`src/hw/rtl/deef_pkg.sv`:
```
// Shared types, constants and helpers for the delimited element equality find unit.
package deef_pkg;

	localparam int FUNC_W   = 2;
	localparam int BYTE_W   = 8;
	localparam int IDX_W    = 6;
	localparam int LEN_W    = 7;
	localparam int OCC_W    = 24;
	localparam int OUT_W    = 24;

	localparam int PATTERN_MAX_DEF = 64;
	localparam int COUNT_WIDTH_DEF = 24;

	localparam logic [BYTE_W-1:0] MARK_FIELD    = 8'hFE;
	localparam logic [BYTE_W-1:0] MARK_VALUE    = 8'hFD;
	localparam logic [BYTE_W-1:0] MARK_SUBVALUE = 8'hFC;

	localparam logic [BYTE_W-1:0] LOWER_A     = 8'h61;
	localparam logic [BYTE_W-1:0] LOWER_Z     = 8'h7A;
	localparam logic [BYTE_W-1:0] CASE_OFFSET = 8'h20;

	typedef enum logic [FUNC_W-1:0] {
		FUNC_START   = 2'd0,
		FUNC_PATTERN = 2'd1,
		FUNC_SOURCE  = 2'd2,
		FUNC_END     = 2'd3
	} func_t;

	function automatic logic [BYTE_W-1:0] fold(input logic [BYTE_W-1:0] c, input logic ci);
		if (ci && (c >= LOWER_A) && (c <= LOWER_Z)) begin
			return c - CASE_OFFSET;
		end
		return c;
	endfunction

endpackage

```
`src/hw/rtl/deef_ifs.sv`:
```
// Command and result channel interfaces for the find unit.
interface deef_cmd_if;
	logic                            valid;
	logic                            ready;
	deef_pkg::func_t                 func;
	logic [deef_pkg::BYTE_W-1:0]     data_byte;
	logic [deef_pkg::IDX_W-1:0]      pattern_index;
	logic [deef_pkg::LEN_W-1:0]      pattern_length;
	logic [deef_pkg::OCC_W-1:0]      wanted_occurrence;

	modport source (
		output valid, func, data_byte, pattern_index, pattern_length, wanted_occurrence,
		input  ready
	);
	modport sink (
		input  valid, func, data_byte, pattern_index, pattern_length, wanted_occurrence,
		output ready
	);
endinterface

interface deef_res_if;
	logic                            valid;
	logic                            ready;
	logic                            found;
	logic [deef_pkg::OUT_W-1:0]      field_number;
	logic [deef_pkg::OUT_W-1:0]      value_number;
	logic [deef_pkg::OUT_W-1:0]      subvalue_number;

	modport source (
		output valid, found, field_number, value_number, subvalue_number,
		input  ready
	);
	modport sink (
		input  valid, found, field_number, value_number, subvalue_number,
		output ready
	);
endinterface

```
`src/hw/rtl/deef_ram.sv`:
```
// Generic single-write, single-read RAM with registered read data.
module deef_ram #(
	parameter int WIDTH = 8,
	parameter int DEPTH = 64
) (
	input  logic                                   clk,
	input  logic                                   we,
	input  logic [((DEPTH > 1) ? $clog2(DEPTH) : 1)-1:0] waddr,
	input  logic [WIDTH-1:0]                       wdata,
	input  logic [((DEPTH > 1) ? $clog2(DEPTH) : 1)-1:0] raddr,
	output logic [WIDTH-1:0]                       rdata
);

	logic [WIDTH-1:0] mem_q [DEPTH];

	always_ff @(posedge clk) begin
		if (we) begin
			mem_q[waddr] <= wdata;
		end
		rdata <= mem_q[raddr];
	end

endmodule

```
`src/hw/rtl/delimited_element_equality_find_unit.sv`:
```
// Top level of the delimited element equality find unit.
// Takes one transaction per cycle on cmd: start (clears the search, sets pattern length and
// wanted occurrence), pattern byte, source byte or end of source. Each transaction passes an
// input register and is then processed; only end of source produces a result on res, which
// is loaded into the result register after the input register. cmd.ready falls only while an
// end-of-source transaction waits in the input register for a full, stalled result register.
// The pattern is held in a RAM with registered read, addressed ahead of time by the next
// match pointer, with a bypass for a pattern write to the entry being fetched. Reading a
// pattern entry never written since reset gives undefined compare data. case_insensitive is
// set through cfg_we/cfg_wdata and should change only while the unit is idle.
module delimited_element_equality_find_unit #(
	parameter int PATTERN_MAX = deef_pkg::PATTERN_MAX_DEF,
	parameter int COUNT_WIDTH = deef_pkg::COUNT_WIDTH_DEF
) (
	input  logic        clk,
	input  logic        arst_n,
	input  logic        cfg_we,
	input  logic        cfg_wdata,
	deef_cmd_if.sink    cmd,
	deef_res_if.source  res
);

	localparam int AW = (PATTERN_MAX > 1) ? $clog2(PATTERN_MAX) : 1;
	localparam int LW = $clog2(PATTERN_MAX + 1);
	localparam int BW = deef_pkg::BYTE_W;
	localparam int CW = COUNT_WIDTH;
	localparam int OW = deef_pkg::OCC_W;

	// configuration
	logic case_insensitive_q;

	// input stage
	logic                             valid_s1;
	deef_pkg::func_t                  func_s1;
	logic [BW-1:0]                    byte_s1;
	logic [deef_pkg::IDX_W-1:0]       idx_s1;
	logic [deef_pkg::LEN_W-1:0]       plen_s1;
	logic [OW-1:0]                    occ_s1;

	// search state
	logic [LW-1:0] plen_q, plen_d;
	logic [LW-1:0] mp_q, mp_d;
	logic          mm_q, mm_d;
	logic [OW-1:0] occ_q, occ_d;
	logic [CW-1:0] fcnt_q, fcnt_d;
	logic [CW-1:0] vcnt_q, vcnt_d;
	logic [CW-1:0] scnt_q, scnt_d;
	logic          hit_q, hit_d;
	logic          seen_q, seen_d;

	// pattern store access
	logic          ram_we;
	logic [AW-1:0] ram_waddr;
	logic [AW-1:0] ram_raddr;
	logic [BW-1:0] ram_rdata;
	logic          byp_q;
	logic [BW-1:0] byp_data_q;
	logic [BW-1:0] pat_byte;

	// control
	logic          advance;
	logic          fire_s1;
	logic          cmd_fire;
	logic          is_mark;
	logic          elem_match;
	logic          idx_ok;
	logic          found;

	// result register
	logic                        res_valid_q;
	logic                        res_found_q;
	logic [deef_pkg::OUT_W-1:0]  res_field_q;
	logic [deef_pkg::OUT_W-1:0]  res_value_q;
	logic [deef_pkg::OUT_W-1:0]  res_sub_q;

	assign advance   = (func_s1 != deef_pkg::FUNC_END) || !res_valid_q || res.ready;
	assign fire_s1   = valid_s1 && advance;
	assign cmd.ready = !valid_s1 || advance;
	assign cmd_fire  = cmd.valid && cmd.ready;

	always_ff @(posedge clk or negedge arst_n) begin
		if (!arst_n) begin
			case_insensitive_q <= 1'b0;
		end else if (cfg_we) begin
			case_insensitive_q <= cfg_wdata;
		end
	end

	always_ff @(posedge clk or negedge arst_n) begin
		if (!arst_n) begin
			valid_s1 <= 1'b0;
		end else if (cmd.ready) begin
			valid_s1 <= cmd.valid;
		end
	end

	always_ff @(posedge clk) begin
		if (cmd_fire) begin
			func_s1 <= cmd.func;
			byte_s1 <= cmd.data_byte;
			idx_s1  <= cmd.pattern_index;
			plen_s1 <= cmd.pattern_length;
			occ_s1  <= cmd.wanted_occurrence;
		end
	end

	assign pat_byte   = byp_q ? byp_data_q : ram_rdata;
	assign is_mark    = (byte_s1 == deef_pkg::MARK_FIELD) || (byte_s1 == deef_pkg::MARK_VALUE) ||
		(byte_s1 == deef_pkg::MARK_SUBVALUE);
	assign elem_match = !mm_q && (mp_q == plen_q);
	assign idx_ok     = 32'(idx_s1) < 32'(PATTERN_MAX);
	assign found      = hit_q || (seen_q && elem_match && (occ_q == OW'(1)));

	assign ram_we    = fire_s1 && (func_s1 == deef_pkg::FUNC_PATTERN) && idx_ok;
	assign ram_waddr = AW'(idx_s1);
	assign ram_raddr = mp_d[AW-1:0];

	always_comb begin
		plen_d = plen_q;
		mp_d   = mp_q;
		mm_d   = mm_q;
		occ_d  = occ_q;
		fcnt_d = fcnt_q;
		vcnt_d = vcnt_q;
		scnt_d = scnt_q;
		hit_d  = hit_q;
		seen_d = seen_q;
		if (fire_s1) begin
			case (func_s1)
				deef_pkg::FUNC_START: begin
					plen_d = (32'(plen_s1) > 32'(PATTERN_MAX)) ? LW'(PATTERN_MAX) : LW'(plen_s1);
					mp_d   = '0;
					mm_d   = 1'b0;
					occ_d  = occ_s1;
					fcnt_d = CW'(1);
					vcnt_d = CW'(1);
					scnt_d = CW'(1);
					hit_d  = 1'b0;
					seen_d = 1'b0;
				end
				deef_pkg::FUNC_SOURCE: begin
					seen_d = 1'b1;
					if (!hit_q) begin
						if (is_mark) begin
							if (elem_match && (occ_q == OW'(1))) begin
								occ_d = '0;
								hit_d = 1'b1;
							end else begin
								if (elem_match && (occ_q > OW'(1))) begin
									occ_d = occ_q - OW'(1);
								end
								mm_d = 1'b0;
								mp_d = '0;
								if (byte_s1 == deef_pkg::MARK_FIELD) begin
									fcnt_d = (&fcnt_q) ? fcnt_q : fcnt_q + CW'(1);
									vcnt_d = CW'(1);
									scnt_d = CW'(1);
								end else if (byte_s1 == deef_pkg::MARK_VALUE) begin
									vcnt_d = (&vcnt_q) ? vcnt_q : vcnt_q + CW'(1);
									scnt_d = CW'(1);
								end else begin
									scnt_d = (&scnt_q) ? scnt_q : scnt_q + CW'(1);
								end
							end
						end else if (!mm_q) begin
							if ((mp_q < plen_q) && (deef_pkg::fold(byte_s1, case_insensitive_q) ==
								deef_pkg::fold(pat_byte, case_insensitive_q))) begin
								mp_d = mp_q + LW'(1);
							end else begin
								mm_d = 1'b1;
								mp_d = '0;
							end
						end
					end
				end
				default: begin
				end
			endcase
		end
	end

	always_ff @(posedge clk or negedge arst_n) begin
		if (!arst_n) begin
			plen_q <= '0;
			mp_q   <= '0;
			mm_q   <= 1'b0;
			occ_q  <= '0;
			fcnt_q <= CW'(1);
			vcnt_q <= CW'(1);
			scnt_q <= CW'(1);
			hit_q  <= 1'b0;
			seen_q <= 1'b0;
			byp_q  <= 1'b0;
		end else begin
			plen_q <= plen_d;
			mp_q   <= mp_d;
			mm_q   <= mm_d;
			occ_q  <= occ_d;
			fcnt_q <= fcnt_d;
			vcnt_q <= vcnt_d;
			scnt_q <= scnt_d;
			hit_q  <= hit_d;
			seen_q <= seen_d;
			byp_q  <= ram_we && (ram_waddr == ram_raddr);
		end
	end

	always_ff @(posedge clk) begin
		byp_data_q <= byte_s1;
	end

	deef_ram #(
		.WIDTH (BW),
		.DEPTH (PATTERN_MAX)
	) u_pattern_ram (
		.clk   (clk),
		.we    (ram_we),
		.waddr (ram_waddr),
		.wdata (byte_s1),
		.raddr (ram_raddr),
		.rdata (ram_rdata)
	);

	always_ff @(posedge clk or negedge arst_n) begin
		if (!arst_n) begin
			res_valid_q <= 1'b0;
		end else if (fire_s1 && (func_s1 == deef_pkg::FUNC_END)) begin
			res_valid_q <= 1'b1;
		end else if (res.ready) begin
			res_valid_q <= 1'b0;
		end
	end

	always_ff @(posedge clk) begin
		if (fire_s1 && (func_s1 == deef_pkg::FUNC_END)) begin
			res_found_q <= found;
			res_field_q <= found ? deef_pkg::OUT_W'(fcnt_q) : '0;
			res_value_q <= found ? deef_pkg::OUT_W'(vcnt_q) : '0;
			res_sub_q   <= found ? deef_pkg::OUT_W'(scnt_q) : '0;
		end
	end

	assign res.valid           = res_valid_q;
	assign res.found           = res_found_q;
	assign res.field_number    = res_field_q;
	assign res.value_number    = res_value_q;
	assign res.subvalue_number = res_sub_q;

`ifndef ASSERT_OFF
	a_mp_within_len: assert property (@(posedge clk) disable iff (!arst_n)
		mp_q <= plen_q)
		else $error("match pointer beyond pattern length");

	a_mismatch_ptr_zero: assert property (@(posedge clk) disable iff (!arst_n)
		mm_q |-> (mp_q == '0))
		else $error("match pointer not cleared after mismatch");

	a_hit_occ_zero: assert property (@(posedge clk) disable iff (!arst_n)
		hit_q |-> (occ_q == '0))
		else $error("hit with occurrences outstanding");

	a_end_gives_result: assert property (@(posedge clk) disable iff (!arst_n)
		(fire_s1 && (func_s1 == deef_pkg::FUNC_END)) |=> res_valid_q)
		else $error("end of source did not load a result");

	a_hit_frozen: assert property (@(posedge clk) disable iff (!arst_n)
		(hit_q && !(fire_s1 && (func_s1 == deef_pkg::FUNC_START))) |=>
			(hit_q && $stable(fcnt_q) && $stable(vcnt_q) && $stable(scnt_q)))
		else $error("position moved after hit");
`endif

endmodule

```
`src/flat_wrapper.sv`:
```
// flat-port wrapper written by rule: the top's interface ports become plain ports
module delimited_element_equality_find_unit_flat 
#(
	parameter int PATTERN_MAX = deef_pkg::PATTERN_MAX_DEF,
	parameter int COUNT_WIDTH = deef_pkg::COUNT_WIDTH_DEF
)
  (clk, arst_n, cfg_we, cfg_wdata, cmd_valid, cmd_func, cmd_data_byte, cmd_pattern_index, cmd_pattern_length, cmd_wanted_occurrence, cmd_ready, res_valid, res_found, res_field_number, res_value_number, res_subvalue_number, res_ready);
  deef_cmd_if cmd_i ();
  deef_res_if res_i ();
  input  logic clk;
  input  logic arst_n;
  input  logic cfg_we;
  input  logic cfg_wdata;
  input wire logic [$bits(cmd_i.valid)-1:0] cmd_valid;
  input wire logic [$bits(cmd_i.func)-1:0] cmd_func;
  input wire logic [$bits(cmd_i.data_byte)-1:0] cmd_data_byte;
  input wire logic [$bits(cmd_i.pattern_index)-1:0] cmd_pattern_index;
  input wire logic [$bits(cmd_i.pattern_length)-1:0] cmd_pattern_length;
  input wire logic [$bits(cmd_i.wanted_occurrence)-1:0] cmd_wanted_occurrence;
  output wire logic [$bits(cmd_i.ready)-1:0] cmd_ready;
  output wire logic [$bits(res_i.valid)-1:0] res_valid;
  output wire logic [$bits(res_i.found)-1:0] res_found;
  output wire logic [$bits(res_i.field_number)-1:0] res_field_number;
  output wire logic [$bits(res_i.value_number)-1:0] res_value_number;
  output wire logic [$bits(res_i.subvalue_number)-1:0] res_subvalue_number;
  input wire logic [$bits(res_i.ready)-1:0] res_ready;
  assign cmd_i.valid = cmd_valid;
  assign cmd_i.func = cmd_func;
  assign cmd_i.data_byte = cmd_data_byte;
  assign cmd_i.pattern_index = cmd_pattern_index;
  assign cmd_i.pattern_length = cmd_pattern_length;
  assign cmd_i.wanted_occurrence = cmd_wanted_occurrence;
  assign cmd_ready = cmd_i.ready;
  assign res_valid = res_i.valid;
  assign res_found = res_i.found;
  assign res_field_number = res_i.field_number;
  assign res_value_number = res_i.value_number;
  assign res_subvalue_number = res_i.subvalue_number;
  assign res_i.ready = res_ready;
  delimited_element_equality_find_unit #(.PATTERN_MAX(PATTERN_MAX), .COUNT_WIDTH(COUNT_WIDTH)) u_core (.clk(clk), .arst_n(arst_n), .cfg_we(cfg_we), .cfg_wdata(cfg_wdata), .cmd(cmd_i), .res(res_i));
endmodule
```
`config.mk`:
```
export PLATFORM = sky130hd
export DESIGN_NAME = delimited_element_equality_find_unit_flat
export DESIGN_NICKNAME = d
export VERILOG_FILES = /design/src/hw/rtl/deef_pkg.sv /design/src/hw/rtl/deef_ifs.sv /design/src/hw/rtl/deef_ram.sv /design/src/hw/rtl/delimited_element_equality_find_unit.sv /design/src/flat_wrapper.sv
export SDC_FILE = /design/constraint.sdc
export NUM_CORES = 1
export LEC_CHECK = 0
export ABC_AREA = 1
export BUFFER_PORTS_ARGS = -buffer_cell sky130_fd_sc_hd__buf_2
export CAP_MARGIN = 40
export CORE_ASPECT_RATIO = 0.75
export CORE_UTILIZATION = 40
export DETAILED_ROUTE_END_ITERATION = 7
export PLACE_DENSITY = 0.65
export SLEW_MARGIN = 15
export SYNTH_ARGS = -nofsm -noshare
export SYNTH_HDL_FRONTEND = slang
export SYNTH_SLANG_ARGS = --single-unit
```
`constraint.sdc`:
```
create_clock -name clk -period 3.79 [get_ports clk]
set_input_delay 0.5685 -clock clk [delete_from_list [all_inputs] [get_ports clk]]
set_output_delay 0.5685 -clock clk [all_outputs]
set_load 0.1 [all_outputs]
```
==> results.json <==
{
  "synth_top_family_by_area": "simple AND/OR/NAND/NOR gates",
  "synthSimpleGateAreaFrac": 0.1987,
  "setup.worst_path.start_class": "flip-flop",
  "syn_area_um2": 33510,
  "final_net_count": 3427,
  "maxSlewViolCount": 0,
  "r2r_cells": 25,
  "grt_max_degree": 129,
  "insertion_delay_ps": 640,
  "dr.first_iter.drc_count": 2808,
  "die-area_um2": 84960,
  "fin_skew_ps": 30.17,
  "syn_nets": 3270,
  "path_buf_inv": 5,
  "synth_cell_types": 56,
  "first_pass_iters": 5,
  "r2r_start": "u_core.byte_s1[2]$_DFFE_PP_",
  "grt_pass1_vias": 22813,
  "path_class": "flip-flop to flip-flop",
  "num_rows": 91,
  "status": "completed",
  "finalCritPeriodShare": 0.9249,
  "hold_end": "u_core.byte_s1[5]$_DFFE_PP_",
  "coreArea_um2": 82550,
  "cp_slowest_stage_delay_ps": 520,
  "combinationalPowerShare": 0.087,
  "dp_slack_ps": 208.6,
  "worst_slew_pin_slew_ps": 867.5,
  "slew_headroom": 0.4217,
  "fin_area_um2": 38430,
  "rsz0062_at_grt": "false",
  "area_delta_synth_final_pct": 14.65,
  "wirelength_um": 88800,
  "antenna_found_initial": 4,
  "layoutNonFillerInstCount": 4539,
  "postCtsSetupBuffers": 0,
  "hp-start": "cmd_data_byte[5]",
  "drive_above_1_share": 0.1125,
  "yosys.area_share.adder": 0.005600,
  "p_int_mw": 14.22,
  "postPlaceCellArea_um2": 35790,
  "setup_viol": 0,
  "grt_pass1_wl_um": 134900,
  "synth_edf_count": 632,
  "wire_per_inst_um": 19.56,
  "maxCapViolations": 0,
  "hp-class": "primary input to flip-flop",
  "r2r-end": "u_core.u_pattern_ram.rdata[3]$_DFF_P_",
  "power_density_nw_per_um2": 489.8,
  "worstPathRequired_ps": 4380,
  "dp.cells": 4393,
  "gp_congestion": 0.9000,
  "synth_top_area_share": 0.5663,
  "start_util": 0.4060,
  "drc": 0,
  "max_freq_mhz": 285.3,
  "clkPwrFrac": 0.409,
  "ys_ff_latch": 765,
  "clk_pin_slew_ps": 70,
  "cp_top_family": "simple AND/OR/NAND/NOR gates",
  "min_period_ps": 3505,
  "grt_usage": 0.2072,
  "synth-compound-area-share": 0.06627,
  "cts_sinks": 765,
  "syn_avg_cell_area_um2": 10.47,
  "vias": 24055,
  "synth-main-ff-cell": "edfxtp_1",
  "synthArstFlopShare": 0.1529,
  "cts_root_buffer": "clkbuf_16",
  "numCtsBuffers": 76,
  "hold_viol_final": 0,
  "crit_slowest_cell": "edfxtp_1",
  "synth_area_leaders": "edfxtp_1, dfrtp_1, nand2_1",
  "cpMostUsedCell": "nand2_1",
  "p_switching_mw": 4.598,
  "fill_cells": 7527,
  "leakagePower_nw": 14.86,
  "timing.hold.ws_ps": 103.4,
  "crit_fanout": 22,
  "port_buffers": 127,
  "finalWorstSetupSlack_ps": 284.7,
  "clockBufferDepth": 3,
  "ys_seq_area_frac": 0.6633,
  "critPathCaptureType": "flip-flop",
  "r2r_slack_ps": 280,
  "dp_hpwl_um": 55570,
  "synth_area_leader_cell": "edfxtp_1",
  "h-tree-depth": 3,
  "seq_power_share": 0.504,
  "setup-tns-final_ps": 0,
  "die_width_um": 336.2,
  "ant_nets": 0,
  "cp.arrival_ps": 4100,
  "sw_frac_of_total": 0.2443,
  "synth-warning-count": 0,
  "cts_tree": "done",
  "synthMuxAreaShare": 0.0003360,
  "syn_inst": 3202,
  "min_path_cells": 1,
  "ios": 128,
  "irDropWorstVdd_v": 0.0003743,
  "grt-ovfl-total": 0,
  "synth_xor_area_frac": 0.005488,
  "routed_via_density": 5.300,
  "die_h_um": 252.7
}
==> cells in the mapped netlist, drive strengths merged (17+ instances only) <==
library cell  number
inv              345
nand3b            24
clkbuf            56
xor2              17
edfxtp           632
or2               82
nand4             38
nor2             291
nand2            585
a21oi             66
dfrtp            114
nor4              17
nor3              48
nand3            399
o21ai            315
buf               89
==> registers in the layout, indices dropped and copies added (netlist names), 6 cells and up <==
register and cells:
u_core.byp_data_q 8, u_core.res.field_number 24, u_core.res.subvalue_number 24, u_core.plen_q 7
u_core.occ_q 24, u_core.occ_s1 24, u_core.mp_q 7, u_core.vcnt_q 24
u_core.res.value_number 24, u_core.scnt_q 24, u_core.fcnt_q 24, u_core.idx_s1 6
u_core.plen_s1 7, u_core.byte_s1 8, u_core.u_pattern_ram.mem_q 512, u_core.u_pattern_ram.rdata 8
==> routing by layer <==
metal | up-vias | share of wire | global-route usage
li1 | 11277 | - | -
met1 | 11585 | 0.44 | 0.3013
met2 | 1040 | 0.43 | 0.2996
met3 | 147 | 0.096 | 0.05394
met4 | 6 | 0.026 | 0.06823
met5 | - | 0.00043 | 0
==> worst max-delay path by stage <==
| stage | from | endpoint | slack (ps) | cells past startpoint |
|---|---|---|---|---|
| after CTS | u_core.byte_s1[2]$_DFFE_PP_ | u_core.u_pattern_ram.rdata[6]$_DFF_P_ | 200 | 25 |
| final | u_core.byte_s1[2]$_DFFE_PP_ | u_core.u_pattern_ram.rdata[3]$_DFF_P_ | 280 | 25 |
| after global routing | u_core.byte_s1[2]$_DFFE_PP_ | u_core.u_pattern_ram.rdata[6]$_DFF_P_ | 7 | 25 |
| after global placement | u_core.byte_s1[2]$_DFFE_PP_ | u_core.u_pattern_ram.rdata[6]$_DFF_P_ | 160 | 25 |
| after detailed placement | u_core.byte_s1[2]$_DFFE_PP_ | u_core.u_pattern_ram.rdata[6]$_DFF_P_ | 210 | 25 |
| after floorplan | u_core.byte_s1[6]$_DFFE_PP_ | u_core.u_pattern_ram.rdata[6]$_DFF_P_ | 370 | 24 |
==> through the flow <==
stage | power (mW) | utilization
6_report | 18.82 | 0.4655
5_1_grt | 19.43 | 0.4654
4_1_cts | 18.92 | 0.4644
3_5_place_dp | 11.26 | 0.4336
3_3_place_gp | 11.24 | 0.4326
2_1_floorplan | 10.66 | -
==> kinds of logic (layout without fill, tap and decap cells) <==
| family | Yosys count | after routing |
|---|---|---|
| AOI/OAI and AO/OA | 420 | 420 |
| xor gates and xnor gates | 21 | 21 |
| adders and majority gates | 15 | 15 |
| buffers and inverters | 492 | 711 |
| DFF | 765 | 765 |
| muxes | 1 | 1 |
| other | 0 | 2 |
| and+or+nand+nor | 1488 | 1488 |
==> power by group through the flow <==
stage / registers, mW / clock network [mW] / logic (mW)
detailed placement: 9.65 / 0 / 1.61
global placement: 9.65 / 0 / 1.59
global route: 9.50 / 8.15 / 1.79
CTS: 9.48 / 7.82 / 1.62
floorplan: 9.79 / 0 / 0.871
finish: 9.48 / 7.70 / 1.64
==> cells in the final DEF (no fill, tap or decap), types with 33 or more instances in the layout <==
cell type,synthesis,final
edfxtp_1,632,632
nand2_1,575,573
nand3_1,397,393
inv_1,337,335
nor2_1,284,284
o21ai_0,226,226
buf_2,53,126
dfrtp_1,114,114
o21ai_1,88,88
clkbuf_16,0,81
buf_4,15,77
a21oi_1,66,66
nor3_1,48,48
or2_0,42,42
nand4_1,38,38
or2_1,33,33
==> worst register-to-register path: cells and delay by family (launching register included) <==
family,cells,cell delay [ps]
compound gates,1,90
buf+inv,5,830
flops,1,520
simple gates,19,2040
==> final cells by class <==
class	instances	area (µm²)	share of cell area
Antenna cell	2	5.005	0.0001302
Clock inverter	44	464.2	0.01208
Tap cell	1116	1396	0.03634
Inverter	347	1308	0.03403
Multi-Input combinational cell	1945	9311	0.2423
Timing Repair Buffer	224	1639	0.04266
Sequential cell	765	22230	0.5785
Clock buffer	96	2072	0.05392
==> repair_timing <==
item,in CTS,in global routing
endpoints found under the hold margin,28,0
gates resized for setup,0,6
hold buffers,1,0
endpoints found under the setup margin,0,6
Note: power is estimated with default switching activity, not from simulation.
